===== config.mk =====
export PLATFORM = sky130hd
export DESIGN_NAME = gear_shift_phase_sequencer
export DESIGN_NICKNAME = d
export VERILOG_FILES = /design/src/sv/gssp_pkg.sv /design/src/sv/gssp_step.sv /design/src/sv/gssp_obuf.sv /design/src/sv/gear_shift_phase_sequencer.sv
export SDC_FILE = /design/constraint.sdc
export NUM_CORES = 1
export LEC_CHECK = 0
export ABC_AREA = 1
export BUFFER_PORTS_ARGS = -buffer_cell sky130_fd_sc_hd__buf_4
export CAP_MARGIN = 20
export CORE_UTILIZATION = 46
export DETAILED_ROUTE_END_ITERATION = 8
export PLACE_DENSITY_LB_ADDON = 0.1
export SYNTH_ARGS = -nofsm -noshare
export SYNTH_HDL_FRONTEND = slang
export SYNTH_SLANG_ARGS = --single-unit

===== constraint.sdc =====
create_clock -name clk -period 21.6 [get_ports clk]
set_input_delay 4.32 -clock clk [delete_from_list [all_inputs] [get_ports clk]]
set_output_delay 4.32 -clock clk [all_outputs]
set_load 0.02 [all_outputs]

===== src/sv/gssp_pkg.sv =====
// ----------------------------------------------------------------------------
// gssp_pkg: shared types and constants for the gear shift phase sequencer
// Field widths, phase and register codes, the state record and the Q1.8
// fraction helper that gssp_step uses.
// ----------------------------------------------------------------------------
package gssp_pkg;

  localparam int GearW    = 5;
  localparam int TopW     = 4;
  localparam int TimeW    = 16;
  localparam int TimerW   = 17;
  localparam int FracW    = 9;
  localparam int PhaseW   = 2;

  localparam int CfgIdxW  = 3;
  localparam int CfgDataW = 16;

  // s_tdata: demanded_gear, elapsed -> 21 bits, padded to 24
  localparam int InDataW  = ((GearW + TimeW + 7) / 8) * 8;
  // m_tdata: gear_in_mesh, target, phase -> 12 bits, padded to 16
  localparam int OutBits  = GearW + GearW + PhaseW;
  localparam int OutDataW = ((OutBits + 7) / 8) * 8;

  // Shift phases
  localparam logic [PhaseW-1:0] PH_ENGAGED     = 2'd0;
  localparam logic [PhaseW-1:0] PH_DISENGAGING = 2'd1;
  localparam logic [PhaseW-1:0] PH_NEUTRAL     = 2'd2;
  localparam logic [PhaseW-1:0] PH_ENGAGING    = 2'd3;

  // Configuration register indexes
  localparam logic [CfgIdxW-1:0] REG_TOP_GEAR      = 3'd0;
  localparam logic [CfgIdxW-1:0] REG_UPSHIFT_TIME  = 3'd1;
  localparam logic [CfgIdxW-1:0] REG_DOWNSHIFT_TIME = 3'd2;
  localparam logic [CfgIdxW-1:0] REG_DISENGAGE_FRAC = 3'd3;
  localparam logic [CfgIdxW-1:0] REG_ENGAGE_FRAC    = 3'd4;

  // Configuration reset values
  localparam logic [TopW-1:0]  TOP_GEAR_RST  = 4'd6;
  localparam logic [TimeW-1:0] UP_TIME_RST   = 16'd200;
  localparam logic [TimeW-1:0] DOWN_TIME_RST = 16'd250;
  localparam logic [FracW-1:0] DIS_FRAC_RST  = 9'd64;
  localparam logic [FracW-1:0] ENG_FRAC_RST  = 9'd64;

  localparam logic [FracW-1:0]  FRAC_ONE  = 9'd256;
  localparam logic [TimerW-1:0] TIMER_MAX = '1;

  typedef logic signed [GearW-1:0] gear_t;

  typedef struct packed {
    gear_t              current_gear;
    gear_t              target_gear;
    gear_t              from_gear;
    logic [PhaseW-1:0]  shift_phase;
    logic [TimerW-1:0]  shift_timer;
  } state_t;

  typedef struct packed {
    logic [TopW-1:0]  top_gear;
    logic [TimeW-1:0] upshift_time;
    logic [TimeW-1:0] downshift_time;
    logic [FracW-1:0] disengage_fraction;
    logic [FracW-1:0] engage_fraction;
  } cfg_t;

  // Both gears forward and different: the change goes through a timed shift.
  function automatic logic needs_timing(gear_t a, gear_t b);
    return (a > gear_t'(0)) && (b > gear_t'(0)) && (a != b);
  endfunction

  // floor(total * frac / 256), frac saturated at one
  function automatic logic [TimeW-1:0] frac_of(logic [TimeW-1:0] total,
                                                logic [FracW-1:0] frac);
    logic [FracW-1:0]         f;
    logic [TimeW+FracW-1:0]   prod;
    f    = (frac > FRAC_ONE) ? FRAC_ONE : frac;
    prod = {{FracW{1'b0}}, total} * {{TimeW{1'b0}}, f};
    return prod[TimeW+7:8];
  endfunction

endpackage


===== src/sv/gssp_step.sv =====
// ----------------------------------------------------------------------------
// gssp_step: next-state logic for one tick
// Clamps the demand, then either applies an engaged-box change or advances
// the running shift timer through its phase boundaries.
// ----------------------------------------------------------------------------
module gssp_step (
  input  gssp_pkg::state_t                 cur_state,
  input  gssp_pkg::cfg_t                   cfg,
  input  gssp_pkg::gear_t                  demand,
  input  logic [gssp_pkg::TimeW-1:0]       elapsed,
  output gssp_pkg::state_t                 next_state
);

  gssp_pkg::gear_t                 want;
  gssp_pkg::gear_t                 top;
  gssp_pkg::gear_t                 tgt_new;
  logic [gssp_pkg::TimerW:0]       timer_sum;
  logic [gssp_pkg::TimerW-1:0]     timer_sat;
  logic [gssp_pkg::TimeW-1:0]      total;
  logic [gssp_pkg::TimeW-1:0]      opened;
  logic [gssp_pkg::TimeW-1:0]      engage_len;
  logic [gssp_pkg::TimeW-1:0]      closing_raw;
  logic [gssp_pkg::TimeW-1:0]      closing;

  // demand clamped to reverse .. top_gear
  always_comb begin
    top  = gssp_pkg::gear_t'({1'b0, cfg.top_gear});
    want = demand;
    if (want < -gssp_pkg::gear_t'(1)) begin
      want = -gssp_pkg::gear_t'(1);
    end
    if (want > top) begin
      want = top;
    end
  end

  // shift timing
  always_comb begin
    timer_sum   = {1'b0, cur_state.shift_timer} + {2'b00, elapsed};
    timer_sat   = timer_sum[gssp_pkg::TimerW] ? gssp_pkg::TIMER_MAX
                                               : timer_sum[gssp_pkg::TimerW-1:0];
    total       = (cur_state.target_gear > cur_state.from_gear) ? cfg.upshift_time
                                                                : cfg.downshift_time;
    opened      = gssp_pkg::frac_of(total, cfg.disengage_fraction);
    engage_len  = gssp_pkg::frac_of(total, cfg.engage_fraction);
    closing_raw = total - engage_len;
    closing     = (closing_raw < opened) ? opened : closing_raw;
  end

  always_comb begin
    next_state = cur_state;
    tgt_new    = cur_state.target_gear;
    if (cur_state.shift_phase == gssp_pkg::PH_ENGAGED) begin
      if (want != cur_state.current_gear) begin
        if (!gssp_pkg::needs_timing(cur_state.current_gear, want)) begin
          next_state.current_gear = want;
          next_state.target_gear  = want;
          next_state.from_gear    = want;
        end else begin
          next_state.from_gear   = cur_state.current_gear;
          next_state.target_gear = want;
          next_state.shift_phase = gssp_pkg::PH_DISENGAGING;
          next_state.shift_timer = '0;
        end
      end
    end else begin
      next_state.shift_timer = timer_sat;
      if (timer_sat >= {1'b0, total}) begin
        next_state.current_gear = cur_state.target_gear;
        next_state.from_gear    = cur_state.target_gear;
        next_state.shift_phase  = gssp_pkg::PH_ENGAGED;
        next_state.shift_timer  = '0;
      end else if (timer_sat >= {1'b0, closing}) begin
        next_state.shift_phase  = gssp_pkg::PH_ENGAGING;
        next_state.current_gear = cur_state.target_gear;
      end else if (timer_sat >= {1'b0, opened}) begin
        // neutral window: target may still move to another forward gear
        next_state.shift_phase = gssp_pkg::PH_NEUTRAL;
        if ((want != cur_state.target_gear) &&
            gssp_pkg::needs_timing(cur_state.from_gear, want)) begin
          tgt_new = want;
        end
        next_state.target_gear  = tgt_new;
        next_state.current_gear = tgt_new;
      end else begin
        next_state.shift_phase = gssp_pkg::PH_DISENGAGING;
      end
    end
  end

endmodule


===== src/sv/gssp_obuf.sv =====
// ----------------------------------------------------------------------------
// gssp_obuf: two-entry output buffer
// Output register plus a skid register, so a word can be taken in while the
// previous result still waits downstream.
// ----------------------------------------------------------------------------
module gssp_obuf #(
  parameter int DataW = gssp_pkg::OutDataW
) (
  input  logic             clk,
  input  logic             rst,
  input  logic             push,
  input  logic [DataW-1:0] push_data,
  output logic             room,
  output logic             m_tvalid,
  input  logic             m_tready,
  output logic [DataW-1:0] m_tdata
);

  logic             skid_valid;
  logic [DataW-1:0] skid_data;
  logic             out_free;

  assign room     = !skid_valid;
  assign out_free = !m_tvalid || m_tready;

  always_ff @(posedge clk) begin
    if (rst) begin
      m_tvalid   <= 1'b0;
      skid_valid <= 1'b0;
    end else if (out_free) begin
      if (skid_valid) begin
        // push cannot happen here: room is low while the skid is full
        m_tvalid   <= 1'b1;
        skid_valid <= 1'b0;
      end else begin
        m_tvalid <= push;
      end
    end else if (push) begin
      skid_valid <= 1'b1;
    end
  end

  always_ff @(posedge clk) begin
    if (out_free) begin
      m_tdata <= skid_valid ? skid_data : push_data;
    end
    if (push && !out_free) begin
      skid_data <= push_data;
    end
  end

endmodule


===== src/sv/gear_shift_phase_sequencer.sv =====
// ----------------------------------------------------------------------------
// gear_shift_phase_sequencer: gearbox shift phase sequencer
// One tick word in (demanded gear, elapsed time), one result word out
// (gear in mesh, target gear, shift phase).
// ----------------------------------------------------------------------------
// Each accepted tick word updates the sequencer state in the same cycle and
// produces exactly one registered result word. A new tick word can be
// accepted every cycle while s_tready is high; the state update (clamp, two
// 16x9 boundary products, compares) is a single combinational step between
// the state registers, and a two-entry output buffer keeps the input side
// flowing while one result waits downstream. s_tready only drops when both
// output entries are full. Configuration registers are written through the
// cfg channel, which is always ready; writes to unknown indexes are dropped.
// Write configuration only while no tick is in flight.
// ----------------------------------------------------------------------------
module gear_shift_phase_sequencer (
  input  logic                              clk,
  input  logic                              rst,
  // tick words
  input  logic                              s_tvalid,
  output logic                              s_tready,
  // [4:0] demanded_gear (signed), [20:5] elapsed, [23:21] zero
  input  logic [gssp_pkg::InDataW-1:0]      s_tdata,
  // result words
  output logic                              m_tvalid,
  input  logic                              m_tready,
  // [4:0] gear_in_mesh (signed), [9:5] target (signed), [11:10] phase,
  // [15:12] zero
  output logic [gssp_pkg::OutDataW-1:0]     m_tdata,
  // configuration writes
  input  logic                              cfg_valid,
  output logic                              cfg_ready,
  input  logic [gssp_pkg::CfgIdxW-1:0]      cfg_index,
  input  logic [gssp_pkg::CfgDataW-1:0]     cfg_data
);

  gssp_pkg::cfg_t                    cfg;
  gssp_pkg::state_t                  state;
  gssp_pkg::state_t                  state_next;
  gssp_pkg::gear_t                   demand;
  logic [gssp_pkg::TimeW-1:0]        elapsed;
  logic                              accept;
  logic [gssp_pkg::OutDataW-1:0]     result;

  assign cfg_ready = 1'b1;

  // unpack the tick word
  assign demand  = gssp_pkg::gear_t'(s_tdata[gssp_pkg::GearW-1:0]);
  assign elapsed = s_tdata[gssp_pkg::GearW +: gssp_pkg::TimeW];
  assign accept  = s_tvalid && s_tready;

  // configuration registers
  always_ff @(posedge clk) begin
    if (rst) begin
      cfg.top_gear           <= gssp_pkg::TOP_GEAR_RST;
      cfg.upshift_time       <= gssp_pkg::UP_TIME_RST;
      cfg.downshift_time     <= gssp_pkg::DOWN_TIME_RST;
      cfg.disengage_fraction <= gssp_pkg::DIS_FRAC_RST;
      cfg.engage_fraction    <= gssp_pkg::ENG_FRAC_RST;
    end else if (cfg_valid && cfg_ready) begin
      case (cfg_index)
        gssp_pkg::REG_TOP_GEAR: begin
          cfg.top_gear <= cfg_data[gssp_pkg::TopW-1:0];
        end
        gssp_pkg::REG_UPSHIFT_TIME: begin
          cfg.upshift_time <= cfg_data[gssp_pkg::TimeW-1:0];
        end
        gssp_pkg::REG_DOWNSHIFT_TIME: begin
          cfg.downshift_time <= cfg_data[gssp_pkg::TimeW-1:0];
        end
        gssp_pkg::REG_DISENGAGE_FRAC: begin
          cfg.disengage_fraction <= cfg_data[gssp_pkg::FracW-1:0];
        end
        gssp_pkg::REG_ENGAGE_FRAC: begin
          cfg.engage_fraction <= cfg_data[gssp_pkg::FracW-1:0];
        end
        default: begin
        end
      endcase
    end
  end

  // next state for this tick
  gssp_step u_step (
    .cur_state  (state),
    .cfg        (cfg),
    .demand     (demand),
    .elapsed    (elapsed),
    .next_state (state_next)
  );

  // sequencer state: neutral, engaged, timer clear after reset
  always_ff @(posedge clk) begin
    if (rst) begin
      state <= '0;
    end else if (accept) begin
      state <= state_next;
    end
  end

  // result word is the state after the update
  assign result = {{(gssp_pkg::OutDataW - gssp_pkg::OutBits){1'b0}},
                   state_next.shift_phase,
                   state_next.target_gear,
                   state_next.current_gear};

  gssp_obuf #(
    .DataW (gssp_pkg::OutDataW)
  ) u_obuf (
    .clk       (clk),
    .rst       (rst),
    .push      (accept),
    .push_data (result),
    .room      (s_tready),
    .m_tvalid  (m_tvalid),
    .m_tready  (m_tready),
    .m_tdata   (m_tdata)
  );

endmodule

Yosys cells after proc, flatten, opt, wreduce, memory -nomap -nowiden
Cells that the tools add are included.

Bits in registers: 114. Input bits: 48. Output and inout port bits: 19. Word-level logic and storage cells: 87.

Add/sub/neg operators: 2. Multipliers: 2. Magnitude comparators: 12. Eq/ne operators: 10. Multiplexer cells: 25. Reductions and logical operators: 22.

Operator list (count): $mux W34 (2); $ge A17 B16 Y1 (3); $mux W5 (10); $mul A16 B9 Y24 (2); $mux W17 (2); $mux W16 (2); $ne A5 B5 Y1 (4); $mux W19 (1); $add A17 B16 Y18 (1); $gt A9 B9 Y1 const B (2); $mux W9 (2); $lt A16 B16 Y1 (1); $sub A16 B16 Y16 (1); $gt A5 B1 Y1 const B (3); $mux W12 (1); $gt A5 B5 Y1 (2); $mux W10 (1); $reduce_and A2 Y1 (5); $logic_and A1 B1 Y1 (7); $eq A3 B2 Y1 const B (2); $mux W2 (3); $reduce_and A3 Y1 (2); $lt A5 B1 Y1 const B (1); $ne A2 B2 Y1 const B (2); 9 further kinds (11).

Depth between registers and ports, before layout
Depth after elaboration: 14. Gate-level depth with buffers: 72. Mapped depth without buffers: 70.

Modules after synthesis
A second synthesis with hierarchy kept.

Cell total of the unflattened synthesis: 2506. Area total of the unflattened synthesis: 17982.2 sq um.

By module, submodules not included: gssp_step (instances 1, cells an instance 1949, area an instance 13296.5 sq um, sequential area each 0.0 sq um); gear_shift_phase_sequencer (instances 1, cells an instance 461, area an instance 3405.8 sq um, sequential area each 1761.7 sq um); gssp_obuf (instances 1, cells an instance 96, area an instance 1280.0 sq um, sequential area each 1001.0 sq um).

Worst setup path before layout
Ideal clock, no wire load.

Path kind: register to register. Start point: reg state[23] (netlist name). End point: reg u_obuf.m_tdata[2] (data pin). Data arrival time: 10061 ps. Path slack: 11408 ps. Cell stages (with the launch flop): 69. Cells stage by stage: dfxtp_1 > inv_1 > ha_1 > nand2_1 > inv_1 > nand2_1 > nand3_1 > nand2_1 > nand2_2 > nand2_4 > inv_1 > clkbuf_1 > or2_2 > o21ai_0 > clkbuf_1 > nor2_1 > fa_1 > fa_1 > [... 33 more ...] > nand2_1 > ha_1 > a21oi_1 > o21ai_0 > a21oi_1 > a21o_1 > nand3_1 > nand3_1 > nand2_1 > nand2_1 > nand3_1 > a21oi_1 > nand3_1 > nand3_1 > nand2_1 > nand2_1 > nand2_1 > nand2_1.

RTL lines: start, declared (RTL line gear_shift_phase_sequencer.sv:38) `gssp_pkg::state_t state;`; start signal, assigned (RTL line gear_shift_phase_sequencer.sv:97) `state <= state_next;`; end signal, assigned (RTL line gssp_obuf.sv:45) `m_tdata <= skid_valid ? skid_data : push_data;`; end, declared (RTL line gssp_obuf.sv:16) `output logic [DataW-1:0] m_tdata`.

==> impl_metrics.yaml <==
cells_and_area:
  final_cell_area_um2: 18400
  diodes: 0
  syn_to_final_growth_pct: 8.77
  utilization_pct: 51.3
  drive_above_1_share_pct: 7.11
  nets: 2780
sta:
  slew_viol_final: 0
  worst_slack_ns: 8.87
  max_clock_freq_mhz: 78.6
  setup_viol: 0
  fin_crit_ns: 12.73
  worst_pin_slew_ns: 1.05
  rsz0062_at_grt: "false"
  max_slew_margin_pct: 30.2
  final_hold_viol_count: 0
  finalCritPeriodShare_pct: 58.9
  clock_skew_ns: 0.0108
  fin_tns_setup_ns: 0
placement:
  hpwl_um: 37400
  portBuffers: 58
  pre_cts_ws_ns: 9.13
  place_area_um2: 17800
  place.gp.congestion: 0.906
worst_setup_path:
  crit_fanout: 17
  crit_buf_inv: 8
  regToRegSetupSlack_ns: 8.87
  rr_worst_depth: 68
  crit_family: "simple AND/OR/NAND/NOR gates"
  crit_path_end_kind: "flip-flop"
  r2r-end: "u_obuf.m_tdata[2]"
  reg2reg_from: "state[27]"
  arrival_ns: 13.01
  cp-start-kind: "flip-flop"
  critPathRequiredTime_ns: 21.88
  max_stage_delay_ns: 0.59
  crit_top_cell: "nand2_1"
  critPathKind: "flip-flop to flip-flop"
  slowest_stage: "a21oi_1"
job:
  cap_violations: 0
logic_synthesis:
  synth.cell_area_um2: 16900
  yosysTopAreaCell: "fa_1"
  yosys_warnings: 0
  synth_edf_count: 24
  synthCells: 2319
  syn_area_per_cell_um2: 7.30
  ys_types: 50
  synthFlopType: "dfxtp_1"
  seq_area_frac_synth_pct: 14.9
  postSynthRegisterBits: 114
  ys_async_sr_fraction_pct: 0
  yosysTopAreaCellShare_pct: 23.2
  synth_area_leaders: "fa_1, ha_1, nand2_1"
die:
  rows: 69
  die_x_um: 194
  core_area_um2: 35900
  dieArea_um2: 37600
  die_h_um: 194
  pin_count: 67
  start_util_pct: 47.1
clocking:
  cts_resized: 0
  cts_sinks: 114
  htree_levels: 4
  cts_setup_buffers: 0
  clkTransAtPathRegs_ns: 0.06
  tritoncts: "built"
  clk-insertion-delay-late_ns: 0.42
  hold_buffers: 0
  cts_max_path_buffers: 2
  cts_root_buf: "clkbuf_16"
  cts_inserted_buffers: 17
route:
  dr.pass1.iters: 5
  vias: 15006
  drcViolationCount: 0
  finalWirelength_um: 47600
  routed_via_density: 5.31
  ant_nets: 0
  wire_per_inst_um: 16.9
  dr.first_iter.drc_count: 1000
hold_path:
  worstHoldEndpoint: "cfg[25]"
  holdPathStages: 2
  hold_path_class: "flip-flop to flip-flop"
  min_from: "cfg[25]"
grt:
  grtUsageTotal_pct: 26.3
  grt.overflow.total: 0
  grt_pass1_wl_um: 78100
  antenna_found_initial: 0
  grt_start_max_net_pins: 61
  grt_pass1_vias: 14853
outcome:
  status: "complete, no violations"
-- cells in the mapped netlist (4+ instances only) --
| library cell | number |
|---|---|
| xnor2_1 | 25 |
| fa_1 | 196 |
| nor2_2 | 4 |
| o21ai_2 | 6 |
| nor2_1 | 278 |
| o21ai_1 | 13 |
| nand3b_1 | 6 |
| nand2_2 | 12 |
| inv_1 | 371 |
| a31oi_1 | 8 |
| ha_1 | 186 |
| o211ai_1 | 7 |
| clkinv_1 | 11 |
| edfxtp_1 | 24 |
| o21a_1 | 5 |
| nand4_1 | 17 |
| a21oi_1 | 157 |
| nand2_1 | 488 |
| nand3_1 | 93 |
| or2_2 | 25 |
| a211oi_1 | 4 |
| buf_4 | 6 |
| nor3_1 | 17 |
| clkbuf_1 | 58 |
| nor4_1 | 9 |
| o21bai_1 | 6 |
| dfxtp_1 | 90 |
| o21ai_0 | 114 |
| xor2_1 | 42 |
-- logic make-up after synthesis --
logic type / share of synthesized area, %
other: 0.0444
adders and majority gates: 36.9
xor gates and xnor gates: 3.47
DFF: 14.9
and+or+nand+nor: 23.4
buffers and inverters: 10.3
AOI/OAI and AO/OA: 10.9
-- tightest hold or removal path, cell delays in order, from the launching register on --
cell and delay, ns:
dfxtp_1 0.32, nand2_1 0.05, nand3_1 0.05
-- placed cells by master (no fill, tap or decap), types with 7 or more instances in the layout --
cell,synthesis,final
clkinv_1,11,11
fa_1,196,196
nand3_1,93,93
nor2_1,278,278
nand2_2,12,12
clkbuf_16,0,18
a21oi_1,157,157
a31oi_1,8,8
nor4_1,9,9
ha_1,186,186
o21ai_1,13,20
dfxtp_1,90,90
xor2_1,42,42
o21ai_2,6,8
o211ai_1,7,7
or2_2,25,25
nand4_1,17,17
o21ai_0,114,105
buf_4,6,80
inv_1,371,371
edfxtp_1,24,24
nor3_1,17,17
xnor2_1,25,25
nand2_1,488,488
-- worst max path at each step --
stage / cells after the start / end / from / slack (ns)
floorplan: 68 / u_obuf.m_tdata[2] / state[23] / 11.41
global placement: 68 / u_obuf.m_tdata[2] / state[27] / 9.21
detailed placement: 66 / u_obuf.m_tdata[8] / state[27] / 9.13
CTS: 68 / u_obuf.m_tdata[2] / state[27] / 9.06
global route: 68 / u_obuf.m_tdata[2] / state[27] / 7.93
finish: 68 / u_obuf.m_tdata[2] / state[27] / 8.87
-- registers in the layout (all words and copies together) (netlist names) --
signal and cells:
u_obuf.skid_valid 1, u_obuf.skid_data 12, cfg 54, state 34, u_obuf.m_tdata 12, u_obuf.m_tvalid 1
-- metrics by stage --
stage	cells	hold slack (ns)
final	2824	0.454
after detailed placement	2791	0.440
after global routing	2824	0.477
after floorplan	2322	0.421
after global placement	2791	0.430
after CTS	2823	0.454
-- layer usage --
metal / routed length [um] / part of all wire [%] / GRT usage [%] / up-vias
li1: - / - / - / 7375
met1: 22400 / 47 / 36.6 / 7170
met2: 21200 / 45 / 42.3 / 415
met3: 3160 / 6.6 / 5.01 / 46
met4: 820 / 1.7 / 5.79 / 0
met5: 0 / 0 / 0 / -
-- cell type report --
class                      count  area [um2]
multi-input combinational   1752       12700
inverter                     385        1450
sequential                   114        2520
timing repair buffer          80         601
clock buffer                  20         478
fill                        3570       17500
tap                          461         577
clock inverter                12         118
Power is left out: the tool's default activity adds up to more than one toggle a clock period on the data nets, which glitch-free logic cannot reach.
